`src/rtd_pkg.sv`:
```
`timescale 1ns / 1ps
// ---------------------------------------------------------------------------
// rtd_pkg
// Shared constants, request codes and controller/datapath interface types
// for the interleaved rANS table decoder.
// ---------------------------------------------------------------------------
package rtd_pkg;

  localparam int LANES         = 32;
  localparam int MIN_PROB_BITS = 9;
  localparam int MAX_PROB_BITS = 11;
  localparam int WORD_BITS     = 16;
  localparam int MIN_STATE     = 65536;

  localparam int TABLE_DEPTH = 1 << MAX_PROB_BITS;
  localparam int TBL_AW      = MAX_PROB_BITS;
  localparam int LANE_AW     = $clog2(LANES);
  localparam int STATE_W     = 32;
  localparam int SYM_W       = 8;
  localparam int PDF_W       = 12;
  localparam int OFS_SHIFT   = 20;
  localparam int SHIFT_W     = STATE_W - MIN_PROB_BITS;
  localparam int LANE_W      = 5;
  localparam int CFG_W       = 4;

  localparam logic [CFG_W-1:0] PROB_BITS_RESET = CFG_W'(10);

  localparam logic [1:0] REQ_LOAD   = 2'd0;
  localparam logic [1:0] REQ_SET    = 2'd1;
  localparam logic [1:0] REQ_DECODE = 2'd2;

  typedef struct packed {
    logic capture;
    logic set_status;
    logic lane_set;
    logic tbl_rd;
    logic fill_wr;
    logic mul;
    logic upd;
    logic out_load;
  } rtd_cmd_t;

  typedef struct packed {
    logic [1:0] req;
    logic       overflow;
    logic       pdf_zero;
    logic       fill_last;
    logic       lane_ok;
    logic       out_free;
  } rtd_sts_t;

  // Clamp the configured resolution to the supported range.
  function automatic logic [CFG_W-1:0] eff_bits(input logic [CFG_W-1:0] b);
    logic [CFG_W-1:0] r;
    r = b;
    if (b < CFG_W'(MIN_PROB_BITS)) r = CFG_W'(MIN_PROB_BITS);
    if (b > CFG_W'(MAX_PROB_BITS)) r = CFG_W'(MAX_PROB_BITS);
    return r;
  endfunction

endpackage

```
`src/rtd_ctrl.sv`:
```
`timescale 1ns / 1ps
// ---------------------------------------------------------------------------
// rtd_ctrl
// Request sequencer: dispatches load, set and decode transactions and
// issues datapath commands step by step.
// ---------------------------------------------------------------------------
module rtd_ctrl
  import rtd_pkg::*;
(
  input  logic     clk,
  input  logic     rst,
  input  logic     in_valid,
  output logic     in_ready,
  input  rtd_sts_t sts,
  output rtd_cmd_t cmd
);

  localparam logic [2:0] S_IDLE   = 3'd0;
  localparam logic [2:0] S_EXEC   = 3'd1;
  localparam logic [2:0] S_FILL   = 3'd2;
  localparam logic [2:0] S_MUL    = 3'd3;
  localparam logic [2:0] S_ADD    = 3'd4;
  localparam logic [2:0] S_FINISH = 3'd5;

  logic [2:0] state, state_next;

  assign in_ready = (state == S_IDLE);

  always_ff @(posedge clk) begin
    if (rst) begin
      state <= S_IDLE;
    end else begin
      state <= state_next;
    end
  end

  always_comb begin
    state_next = state;
    cmd        = '0;
    case (state)
      S_IDLE: begin
        if (in_valid) begin
          cmd.capture = 1'b1;
          state_next  = S_EXEC;
        end
      end
      S_EXEC: begin
        state_next = S_FINISH;
        case (sts.req)
          REQ_LOAD: begin
            if (sts.overflow) begin
              cmd.set_status = 1'b1;
            end else if (!sts.pdf_zero) begin
              state_next = S_FILL;
            end
          end
          REQ_SET: begin
            cmd.lane_set = sts.lane_ok;
          end
          REQ_DECODE: begin
            if (sts.lane_ok) begin
              cmd.tbl_rd = 1'b1;
              state_next = S_MUL;
            end
          end
          default: begin
            state_next = S_FINISH;
          end
        endcase
      end
      S_FILL: begin
        cmd.fill_wr = 1'b1;
        if (sts.fill_last) state_next = S_FINISH;
      end
      S_MUL: begin
        cmd.mul    = 1'b1;
        state_next = S_ADD;
      end
      S_ADD: begin
        cmd.upd    = 1'b1;
        state_next = S_FINISH;
      end
      S_FINISH: begin
        // hold the result until the output register frees up
        if (sts.out_free) begin
          cmd.out_load = 1'b1;
          state_next   = S_IDLE;
        end
      end
      default: begin
        state_next = S_IDLE;
      end
    endcase
  end

endmodule

```
`config.mk`:
```
export PLATFORM = sky130hd
export DESIGN_NAME = rtd_ctrl
export DESIGN_NICKNAME = d
export VERILOG_FILES = /design/src/rtd_pkg.sv /design/src/rtd_ctrl.sv
export SDC_FILE = /design/constraint.sdc
export NUM_CORES = 1
export LEC_CHECK = 0
export BUFFER_PORTS_ARGS = -buffer_cell sky130_fd_sc_hd__buf_4
export CAP_MARGIN = 20
export CELL_PAD_IN_SITES_DETAIL_PLACEMENT = 1
export CELL_PAD_IN_SITES_GLOBAL_PLACEMENT = 1
export CORE_AREA = 2 2 39 41
export CTS_CLUSTER_DIAMETER = 200
export DETAILED_ROUTE_END_ITERATION = 6
export DIE_AREA = 0 0 41 43
export GPL_TIMING_DRIVEN = 0
export PLACE_DENSITY_LB_ADDON = 0.3
export SLEW_MARGIN = 0
export SYNTH_ARGS = -nofsm -noshare
export SYNTH_HDL_FRONTEND = slang
export SYNTH_SLANG_ARGS = --single-unit
```
`constraint.sdc`:
```
create_clock -name clk -period 2.35 [get_ports clk]
set_input_delay 0.47 -clock clk [delete_from_list [all_inputs] [get_ports clk]]
set_output_delay 0.47 -clock clk [all_outputs]
set_load 0.01 [all_outputs]
```
==> results summary, run 1 <==
The count of standard-cell rows is 14. The maximum buffer depth of the clock tree is 2. CTS built an H-tree with a depth of 1.

The largest registers in the layout are state: 3 flops. The final layout contains routed wiring with a total length of 852 µm. The count of input and output buffers is 18. The sink count of the clock tree came out at 3. The sequential share of power is 0.208. The post-CTS setup buffer count is 0. The largest individual stage delay along the critical path comes from the cell sky130_fd_sc_hd__dfxtp_1.

The combinational group share of total power came out at 0.538. The predominant post-synthesis flop cell is sky130_fd_sc_hd__dfxtp_1. state holds more flip-flops than any other register. At the later pin of the worst-skew pair, clock insertion delay measures 0.23 ns. The floorplan step defined a die boundary enclosing 1763 µm².

Of the total power, the share spent switching nets is 0.3744. The slew at the pin closest to its max-slew limit came out at 0.2571 ns. The detail route stage leaves a number of antenna-violating nets equal to 0. The via total after detailed routing is 352. The clock network fraction of total power came out at 0.255. Across the run, the number of max-cap violations was 0.

The largest area contributor in the synthesized netlist is sky130_fd_sc_hd__dfxtp_1. The maximum operating frequency came out at 555.0 MHz. The count of hold buffers inserted by post-cts repair is 0. The cell count after synthesis came out at 39. The total iterations of the first detailed-routing run is 2.

The number of setup violations in the final report came out at 0. The clock skew after layout came out at 0.004395 ns. Walking the worst path, the cells encountered are buf_2 > nor2_1 > nand3_1 > nor3b_1 > buf_4. The internal cell power came out at 0.0002173 W.

The power density over the cells is 762.5 nW/µm². The initial core utilization came out at 0.1980. Of the cells placed in the final design, the portion with a size suffix greater than 1 is 0.4262. The number of nets handed over by synthesis was 49. The share of the synthesized area in the top cell type came out at 0.2192. The die is 43 µm tall. The number of distinct standard cells referenced by the synthesized netlist is 20.

The setup slack on the worst flop-to-flop path is 1.28 ns. The number of slew-limit violations in the final report came to 0. The worst setup path is of the reg2out kind. The depth of the worst register-to-register path came out at 4.

The start point of the worst hold path is rst. The number of antenna violations at the first check in global routing came out at 0. The area growth from synthesis to final layout came out at 66.21%. Along the worst path, the maximum fanout reaches 10. After synthesis, the cell types taking the most area are sky130_fd_sc_hd__dfxtp_1 22%, sky130_fd_sc_hd__nor3b_1 14%, sky130_fd_sc_hd__nor2_1 8.2%, sky130_fd_sc_hd__a21oi_1 5.5%, sky130_fd_sc_hd__buf_2 5.5%. TritonCTS built the clock tree. The worst hold path stage count is 3. The final count of hold timing violations came out at 0. The average detailed-routed wire length per instance is 11.06 µm.

The path class of the tightest hold or removal check is in2reg. The aggregate negative setup slack is 0 ns. The number of primary I/O pins is 19. STA classifies the critical path startpoint as a register.

The diode insertion count for antenna repair is 0. The final routed DRC violation total is 0. For this run, the register share of the synthesized area comes to 0.2192. The width of the die came out at 41 µm. The via count of the first global-routing pass is 329. After floorplanning, the core was sized to cover 1384 µm². STA puts the critical path data required time at 1.88 ns.

The number of placed cells counting well taps came out at 73. The routed design uses 30 µm of met3 wire. Routed signal wires occupy layers up through met3.

The overall overflow remaining after global route came out at 0. After synthesis the netlist holds a flip-flop and latch count of 3. The biggest cell delay along the critical path came out at 0.31 ns. The iteration-0 DRC count of the detailed router is 1. The worst max-slew margin expressed relative to the limit is 0.8272. After layout, the minimum clock period comes to 1.802 ns. In the post-synthesis netlist, the cell with the most instances is sky130_fd_sc_hd__nor2_1. The routed length on met1 is 405 µm.

The net total in the final layout came out at 72. The clock-pin transition on the worst setup and hold timing paths is 0.04 ns. The CTS buffer count is 3. The critical path endpoint category is a primary output.

The endpoint of the worst-slack reg-to-reg timing path is state[2]. The overall fraction of global-route tracks in use is 0.1192. The flip-flop count of the largest register, all copies and words added is 3. For this design the total switching power over the nets is 0.0001300 W.

The mean instance size in the synthesized netlist came out at 7.026 µm². The static leakage power came out at 0.2126 nW. The total met2 wirelength after detailed routing is 415 µm. The wire length of the first global-routing pass came out at 1.414 mm. The summed instance area of the synthesized netlist is 274.0 µm². Counting flops with a built-in enable in the synthesized netlist gives 0. Setup repair after global routing left no endpoint under its margin. The tree is rooted in a sky130_fd_sc_hd__clkbuf_4.

The worst hold path terminates at state[1]. The detailed placement HPWL is 697.1 µm. Of all flip-flops after synthesis, the portion carrying an async set or reset was 0. The post-cts gate resize count came out at 0. In this run the critical register-to-register path is launched from state[2]. The via density per instance is 4.571. At the end of the flow the core is filled with cells to 0.3291. At the end of routability-driven placement, the weighted congestion stood at 0.6941. The final cycle utilization of the critical path is 0.7668. Data on the critical path arrives at its endpoint at 1.33 ns. The count of synthesis-stage warnings from yosys came out at 0. After synthesis, the most frequently instantiated cells are 6 x sky130_fd_sc_hd__nor2_1, 5 x sky130_fd_sc_hd__nor3b_1. VDD sags by at most 0.0003372 V.

The number of non-filler instances in the completed layout came out at 77. The flow ran to the end, and the final reports show no timing, DRC or antenna violations. The largest net degree at the start of global routing is 11.
-- per-stage QoR --
stage	worst slack, ns	hold WS, ns	cell area (µm²)	total power [W]
2_1_floorplan	0.8703	0.6022	274.0	0.0001841
3_3_place_gp	0.8068	0.6774	429.2	0.0002607
3_5_place_dp	0.7869	0.6766	429.2	0.0002646
4_1_cts	0.5341	0.5219	455.4	0.0003565
5_1_grt	0.4693	0.5466	455.4	0.0003853
6_report	0.5481	0.5289	455.4	0.0003473
-- kinds of logic (layout without fill, tap and decap cells) --
group | after synthesis | count (layout) | share of synthesized area
DFF | 3 | 3 | 0.2192
buffers and inverters | 5 | 27 | 0.08219
muxes | 1 | 1 | 0.03653
AOI/OAI and AO/OA | 9 | 9 | 0.2009
and+or+nand+nor | 21 | 21 | 0.4612
-- critical path: cells and delay by family (launching register included) --
family | cells | cell delay (ns)
simple gates | 3 | 0.46
buf+inv | 2 | 0.32
flops | 1 | 0.31
-- power by group through the flow --
stage	Combinational, W	Sequential, W	Clock [W]
6_report	0.000187	0.0000721	0.0000884
5_1_grt	0.000213	0.0000732	0.0000988
4_1_cts	0.000192	0.0000722	0.0000925
3_5_place_dp	0.000192	0.0000730	0
3_3_place_gp	0.000187	0.0000732	0
2_1_floorplan	0.000113	0.0000706	0
-- cell type report --
type | count | area, µm²
Tap cell | 16 | 20.02
Timing Repair Buffer | 18 | 135.1
Inverter | 2 | 7.507
Multi-Input combinational cell | 31 | 191.4
Fill cell | 179 | 928.4
Sequential cell | 3 | 60.06
Clock buffer | 4 | 26.28
Buffer | 3 | 15.01
-- worst max-delay path by stage --
stage	cells after the start	start	slack [ns]	endpoint
2_1_floorplan	3	state[1]	0.87	cmd[7]
3_3_place_gp	5	state[1]	0.81	cmd[4]
3_5_place_dp	5	state[1]	0.79	cmd[4]
4_1_cts	5	state[1]	0.53	cmd[4]
5_1_grt	5	state[1]	0.47	cmd[4]
6_report	5	state[1]	0.55	cmd[4]
-- cell usage in the layout, fill, tap and decap left out --
master,netlist,routed
sky130_fd_sc_hd__buf_4,0,18
sky130_fd_sc_hd__nor2_1,6,6
sky130_fd_sc_hd__nor3b_1,5,5
sky130_fd_sc_hd__buf_2,3,3
sky130_fd_sc_hd__nor3_1,3,3
sky130_fd_sc_hd__a21oi_1,3,3
sky130_fd_sc_hd__clkbuf_4,0,3
sky130_fd_sc_hd__dfxtp_1,3,3
sky130_fd_sc_hd__inv_1,2,2
sky130_fd_sc_hd__o21ai_0,2,2
sky130_fd_sc_hd__and3b_1,1,1
sky130_fd_sc_hd__nand3_1,1,1
sky130_fd_sc_hd__nand2b_1,1,1
sky130_fd_sc_hd__and4_1,1,1
sky130_fd_sc_hd__and2_1,1,1
sky130_fd_sc_hd__nand2_1,1,1
sky130_fd_sc_hd__nor4_2,1,1
sky130_fd_sc_hd__a31o_2,1,1
sky130_fd_sc_hd__a31oi_1,1,1
sky130_fd_sc_hd__o21a_1,1,1
sky130_fd_sc_hd__mux2i_1,1,1
sky130_fd_sc_hd__o21bai_1,1,1
sky130_fd_sc_hd__clkbuf_1,0,1
-- routing by layer --
layer  global-route usage  vias to the layer above
li1                     -                      183
met1               0.1565                      162
met2               0.1719                        7
met5                    0                        -
met3              0.04712                        0
met4              0.04000                        0
No activity file was read; power rests on OpenSTA's default activity.
==> run 2: changes to the inputs <==
--- a/config.mk
+++ b/config.mk
@@ -9,10 +9,10 @@
 export CAP_MARGIN = 20
 export CELL_PAD_IN_SITES_DETAIL_PLACEMENT = 1
 export CELL_PAD_IN_SITES_GLOBAL_PLACEMENT = 1
-export CORE_AREA = 2 2 39 41
+export CORE_MARGIN = 2
+export CORE_UTILIZATION = 21
 export CTS_CLUSTER_DIAMETER = 200
 export DETAILED_ROUTE_END_ITERATION = 6
-export DIE_AREA = 0 0 41 43
 export GPL_TIMING_DRIVEN = 0
 export PLACE_DENSITY_LB_ADDON = 0.3
 export SLEW_MARGIN = 0
==> constraint.sdc (replaced) <==
create_clock -name clk -period 1.5 [get_ports clk]
set_input_delay 0.3 -clock clk [delete_from_list [all_inputs] [get_ports clk]]
set_output_delay 0.3 -clock clk [all_outputs]
set_load 0.01 [all_outputs]
==> results summary, run 2 (synthesized netlist as in run 1, its figures left out) <==
The flow ran to the end, and the final reports show no timing, DRC or antenna violations. The count of nets left with antenna violations once routing finished came out at 0. The overall fraction of global-route tracks in use came out at 0.1309. The sequential share of power came out at 0.242. The number of slew-limit violations in the final report is 0.

After detailed routing, the total wire length is 903 µm. In the layout the commonest cells are 19 x sky130_fd_sc_hd__buf_4, 5 x sky130_fd_sc_hd__nor2_1, 4 x sky130_fd_sc_hd__nor3b_1. Across the routed clock network, the largest skew measured is 0.007195 ns. The clock tree from TritonCTS is built. Ranked by flip-flop count, first place goes to state. The via count of the first global-routing pass is 307. At the end of routability-driven placement, the weighted congestion stood at 0.7106. Subtracting the final worst setup slack from the clock period gives 1.484 ns.

The slack of the critical path is 0.01599 ns. The critical path's top delay family is simple AND/OR/NAND/NOR gates. The count of H-tree levels built during CTS came out at 1. The final count of hold timing violations came out at 0. The area used by sequential logic in the layout is 63.81 µm².

The total die area came out at 1610 µm². The CTS buffer count is 3. Row generation in the floorplan step produced 13 rows. The number of antenna violations at the first check in global routing is 0. The maximum VDD drop is 0.0003780 V. The multi-input combinational cells in the finished layout cover a total of 219.0 µm². After detailed routing, the average wire length per cell comes to 11.88 µm. The share of total power dissipated in combinational logic is 0.505. The data required time of the critical path came out at 1.20 ns. The largest registers in the layout are state: 3 flops. The element type at the critical path start is a register. The core outline area is 1252 µm². The clock network fraction of total power came out at 0.253.

The peak fanout along the critical path is 6. The number of buffer and inverter stages on the critical path came out at 2. The maximum operating frequency is 673.8 MHz.

The total iterations of the first detailed-routing run is 2. The power density over the cells is 1201 nW/µm². The critical path class is reg2out. STA classifies the critical path endpoint as a primary output. Setup repair after global routing could not meet its margin everywhere. The net switching power of the design came out at 0.0002327 W.

The maximum buffer depth of the clock tree came out at 2. For this run, design rule violations remaining after detail routing come to 0. The area growth from synthesis to final layout is 82.65%.

The root buffer cell is sky130_fd_sc_hd__clkbuf_4. The die is 40.12 µm tall. In this run the tool buffered the top-level ports with 18 buffer cells. The number of primary I/O pins came out at 19. The sink count of the clock tree is 3. The via density per instance is 4.763. Of the available clock period, the critical path in the final layout requires 0.9893. The most frequent standard cell in the layout excluding fill and tap cells is sky130_fd_sc_hd__buf_4. On the worst path, the slowest cell contributes a delay of 0.32 ns. The largest net degree at the start of global routing came out at 11.

Summing over every cut layer, the via total after detailed routing is 362. The switching portion of total power is 0.3872. The core occupancy in the finished layout is 0.3996. The aggregate negative setup slack is 0 ns. The classification of the worst-slack hold path is in2reg. The detailed placement HPWL is 638 µm. At the later pin of the worst-skew pair, clock insertion delay measures 0.25 ns. The overall overflow remaining after global route came out at 0. The slew at the pin closest to its max-slew limit is 0.2542 ns. The register with the most flip-flops in the layout has 3 of them. The iteration-0 DRC count of the detailed router came out at 5. The internal cell power is 0.0003682 W. The fill cell total of the finished layout is 155. Headroom to the max-slew limit came out at 0.8291. On the critical path, the stage with the largest delay is an instance of sky130_fd_sc_hd__dfxtp_2.

The number of setup violations in the final report came out at 0. OpenSTA, run right after detailed placement, puts the worst setup slack at 0.1127 ns. The net total in the final layout came out at 72. The proportion of layout cells with a drive suffix above 1 is 0.5574. The first global-routing pass estimated 1.283 mm of wire. Walking the worst path, the cells encountered are buf_6 > nor2_4 > nand3_2 > nor3b_2 > buf_4. The post-layout total power is 0.0006009 W. The final hold slack came out at 0.3446 ns. The initial core utilization came out at 0.2188.

The floorplan step set the die width to 40.12 µm. After clock tree synthesis, the clock-pin slew on the worst setup and hold paths is 0.03 ns. Max-cap violations in this run came to 0. Data arrives at the worst endpoint at 1.18 ns. The diode insertion count for antenna repair came out at 0.

The analysis attributes to cell leakage a power of 0.2243 nW.
-- run 2: cell counts in the layout (fill, tap and decap cells not counted) --
No cell type changed its count.
-- run 2: final cells by class --
cell class                 count  share of cell area
buffer                         2             0.04500
multi-input combinational     31              0.4375
timing repair buffer          19              0.2850
inverter                       2             0.01500
tap                           15             0.03750
clock buffer                   4             0.05250
sequential                     3              0.1275
-- run 2: layer usage --
metal	share of wire	track usage
met1	0.38	0.1353
met2	0.52	0.1976
met3	0.049	0.06667
met4	0.042	0.1034
met5	0	0
-- run 2: repair_timing --
action | in CTS | in global routing
hold buffers | 0 | 0
pin swaps | 1 | 2
endpoints found under the setup margin | 3 | 4
buffers inserted | 0 | 1
resized for setup | 9 | 4
endpoints found under the hold margin | 0 | 0
-- run 2: worst min-delay path, delay by kind of cell --
family	cells	cell delay, ns
buffers and inverters	1	0.10
AO/OA/AOI/OAI	1	0.09
AND/OR/NAND/NOR	1	0.05
-- run 2: worst paths after layout --
kind	endpoint	slack, ns	startpoint	depth (start not counted)
worst min register to register	state[0]	0.66	state[0]	3
worst min-delay path	state[1]	0.34	rst	3
worst max register to register	state[2]	0.46	state[2]	3
worst max-delay path	cmd[4]	0.02	state[1]	5
-- run 2: metrics by stage --
step	cells	instance area, µm²
floorplan	39	274.0
global placement	72	427.9
detailed placement	72	427.9
CTS	75	481.7
global route	76	500.5
finish	76	500.5
-- run 2: power by group through the flow --
stage	logic, W	clock network (W)	registers, W
3_3_place_gp	0.000292	0	0.000114
3_5_place_dp	0.000293	0	0.000116
5_1_grt	0.000338	0.000159	0.000150
4_1_cts	0.000290	0.000157	0.000140
6_report	0.000304	0.000152	0.000145
2_1_floorplan	0.000178	0	0.000111
==> run 3: changes to the inputs <==
==> constraint.sdc (replaced) <==
create_clock -name clk -period 1.27 [get_ports clk]
set_input_delay 0.254 -clock clk [delete_from_list [all_inputs] [get_ports clk]]
set_output_delay 0.254 -clock clk [all_outputs]
set_load 0.01 [all_outputs]
==> results summary, run 3 (synthesized netlist as in run 1, its figures left out) <==
The diode insertion count for antenna repair came out at 0. The final cycle utilization of the critical path came out at 1.105. The data required time of the critical path came out at 1.02 ns. The number of antenna violations at the first check in global routing came out at 0. The maximum buffer depth of the clock tree came out at 2. Among all stages on the critical path, the largest delay is contributed by sky130_fd_sc_hd__dfxtp_2.

The final count of hold timing violations came out at 0. The run finished, with violations left. The startpoint identified for the worst hold timing path is rst. Counting cells, the worst reg-to-reg path comes to 5. In this run the core area contains 13 standard-cell rows.

The maximum VDD drop came out at 0.0004321 V. The routed wire length came out at 940 µm. The width of the die came out at 40.12 µm. The beginning of the worst register-to-register path is state[1]. In this run the critical register-to-register path is captured at state[0]. The path with the worst hold slack has its endpoint at state[1]. The critical path class is reg2out.

The setup slack on the worst flop-to-flop path is 0.17 ns. After detailed routing, the average wire length per cell comes to 11.60 µm. The count of nets left with antenna violations after detail routing came out at 0. The largest registers in the layout are state: 3 flops. The static leakage power came out at 0.2533 nW.

The number of buffer and inverter stages on the critical path is 2. Leaving out fill and tap cells, the most frequent cell in the layout is sky130_fd_sc_hd__buf_4. The fill cell total of the finished layout is 161.

The via density per instance came out at 4.802. The tree is rooted in a sky130_fd_sc_hd__clkbuf_4. The detailed placement HPWL came out at 638 µm. The proportion of layout cells with a drive suffix above 1 came out at 0.6061. The final reports fail on negative setup slack.

The number of setup violations in the final report is 7. The final critical delay including setup and external delays came out at 1.403 ns. The clock skew after layout came out at 0.008051 ns. The final weighted congestion in routability-driven placement is 0.7106. The worst max-slew margin expressed relative to the limit came out at 0.8254.

The initial core utilization is 0.2188. In this run the worst hold path is classified as in2reg. The via total after detailed routing came out at 389. The overall overflow remaining after global route came out at 0. 19 I/O pins were placed. The vertical extent of the die is 40.12 µm.

The flip-flop count of the largest register, all copies and words added is 3. The critical path endpoint category is a primary output. The top cell types in the final layout, fill and taps aside, are 23 x sky130_fd_sc_hd__buf_4, 5 x sky130_fd_sc_hd__nor2_1. Summing all placed instances gives a cell area of 427.9 µm². The final hold slack is 0.2985 ns.

The aggregate negative setup slack came out at -0.4932 ns. The largest net degree at the start of global routing came out at 9. The power density over the cells came out at 1415 nW/µm². The CTS buffer count came out at 3. The slack of the critical path came out at -0.1332 ns. Based on the critical path, the design can be clocked at up to 712.7 MHz.

The worst path arrival time came out at 1.15 ns. The post-layout total power came out at 0.0007773 W. For the pin with the worst max-slew slack, the measured transition is 0.2597 ns. The via count of the first global-routing pass is 339.

Along the worst hold path, the cell count comes to 3. The sink count of the clock tree came out at 3. The final routed DRC violation total came out at 0.

The area growth from synthesis to final layout is 100.5%. The biggest cell delay along the critical path is 0.31 ns. More flip-flops sit in one register than any other, and that register is state.

Of all nets on the critical path, the largest fanout is 5. At the end of the flow the core is filled with cells to 0.4386. The signal on the critical path passes through buf_6 > nor2_4 > nand3_2 > nor3b_2 > buf_4. The clock latency on the worst-skew pair is 0.25 ns. Across every metal layer, demand over resource in global routing totals 0.1435. Buffers placed on the I/O ports in this run total 18. The count of H-tree levels built during CTS is 1. In this design, the largest share of critical-path delay is due to simple AND/OR/NAND/NOR gates. Setup repair after global routing could not meet its margin everywhere.

The total iterations of the first detailed-routing run came out at 2. STA classifies the critical path startpoint as a register. The wire length of the first global-routing pass came out at 1.414 mm. After routing the design area is 549.3 µm².

The number of slew-limit violations in the final report came out at 0. The net total in the final layout is 77. After clock tree synthesis, the clock-pin slew on the worst setup and hold paths is 0.03 ns. The max-capacitance violation count is 0. The total die area is 1610 µm².

The core region is 1252 µm². In this run, the number of DRC markers left after iteration 0 of detailed routing was 3. The clock tree from TritonCTS is built.
## run 3: cell count changes in the layout (fill, tap and decap cells not counted)
cell                      delta
sky130_fd_sc_hd__buf_4       +4
sky130_fd_sc_hd__buf_6       +1
sky130_fd_sc_hd__dfxtp_2     -1
sky130_fd_sc_hd__dfxtp_4     +1
sky130_fd_sc_hd__nor3b_1     -1
sky130_fd_sc_hd__nor3b_2     +1
## run 3: metrics by stage
| step | setup WS (ns) | instances |
|---|---|---|
| 2_1_floorplan | 0.006313 | 39 |
| 6_report | -0.1332 | 81 |
| 4_1_cts | -0.1628 | 81 |
| 3_5_place_dp | -0.07128 | 72 |
| 3_3_place_gp | -0.05682 | 72 |
| 5_1_grt | -0.1914 | 81 |
## run 3: worst max-delay path by stage
stage                   from     end  slack (ns)  depth (start not counted)
floorplan           state[1]  cmd[7]       0.006                          3
global placement    state[1]  cmd[4]       -0.06                          5
detailed placement  state[1]  cmd[4]       -0.07                          5
CTS                 state[1]  cmd[5]       -0.16                          5
global route        state[1]  cmd[4]       -0.19                          5
finish              state[1]  cmd[4]       -0.13                          5
## run 3: final cells by class
type / count / area (µm²) / area share
timing repair buffer: 24 / 183.9 / 0.3349
multi-input combinational: 31 / 224.0 / 0.4077
tap: 15 / 18.77 / 0.03417
sequential: 3 / 66.31 / 0.1207
buffer: 2 / 22.52 / 0.04100
inverter: 2 / 7.507 / 0.01367
clock buffer: 4 / 26.28 / 0.04784
## run 3: tightest hold or removal path: cells and delay by family
kind	cells	cell delay [ns]
buf+inv	1	0.10
compound gates	1	0.09
simple gates	1	0.05
## run 3: where the power goes
part	total (W)	leakage (nW)	switching, W	internal, W
combinational	0.000423	0.212	0.000187	0.000236
sequential	0.000174	0.0261	0.0000435	0.000130
clock	0.000181	0.0150	0.0000620	0.000118
total	0.000777	0.253	0.000293	0.000484
## run 3: what timing repair did
action | 4_1_cts | 5_1_grt
hold buffers | 0 | 0
pin swaps | 6 | 1
gates resized for setup | 15 | 1
setup buffers | 6 | 0
setup endpoints to repair | 9 | 9
## run 3: layer usage
layer,GRT usage,routed length (µm),vias up,share of wire
li1,-,-,193,-
met4,0.1034,38,0,0.040
met3,0.06667,46,4,0.049
met5,0,0,-,0
met1,0.1419,361,182,0.38
met2,0.2339,493,10,0.52
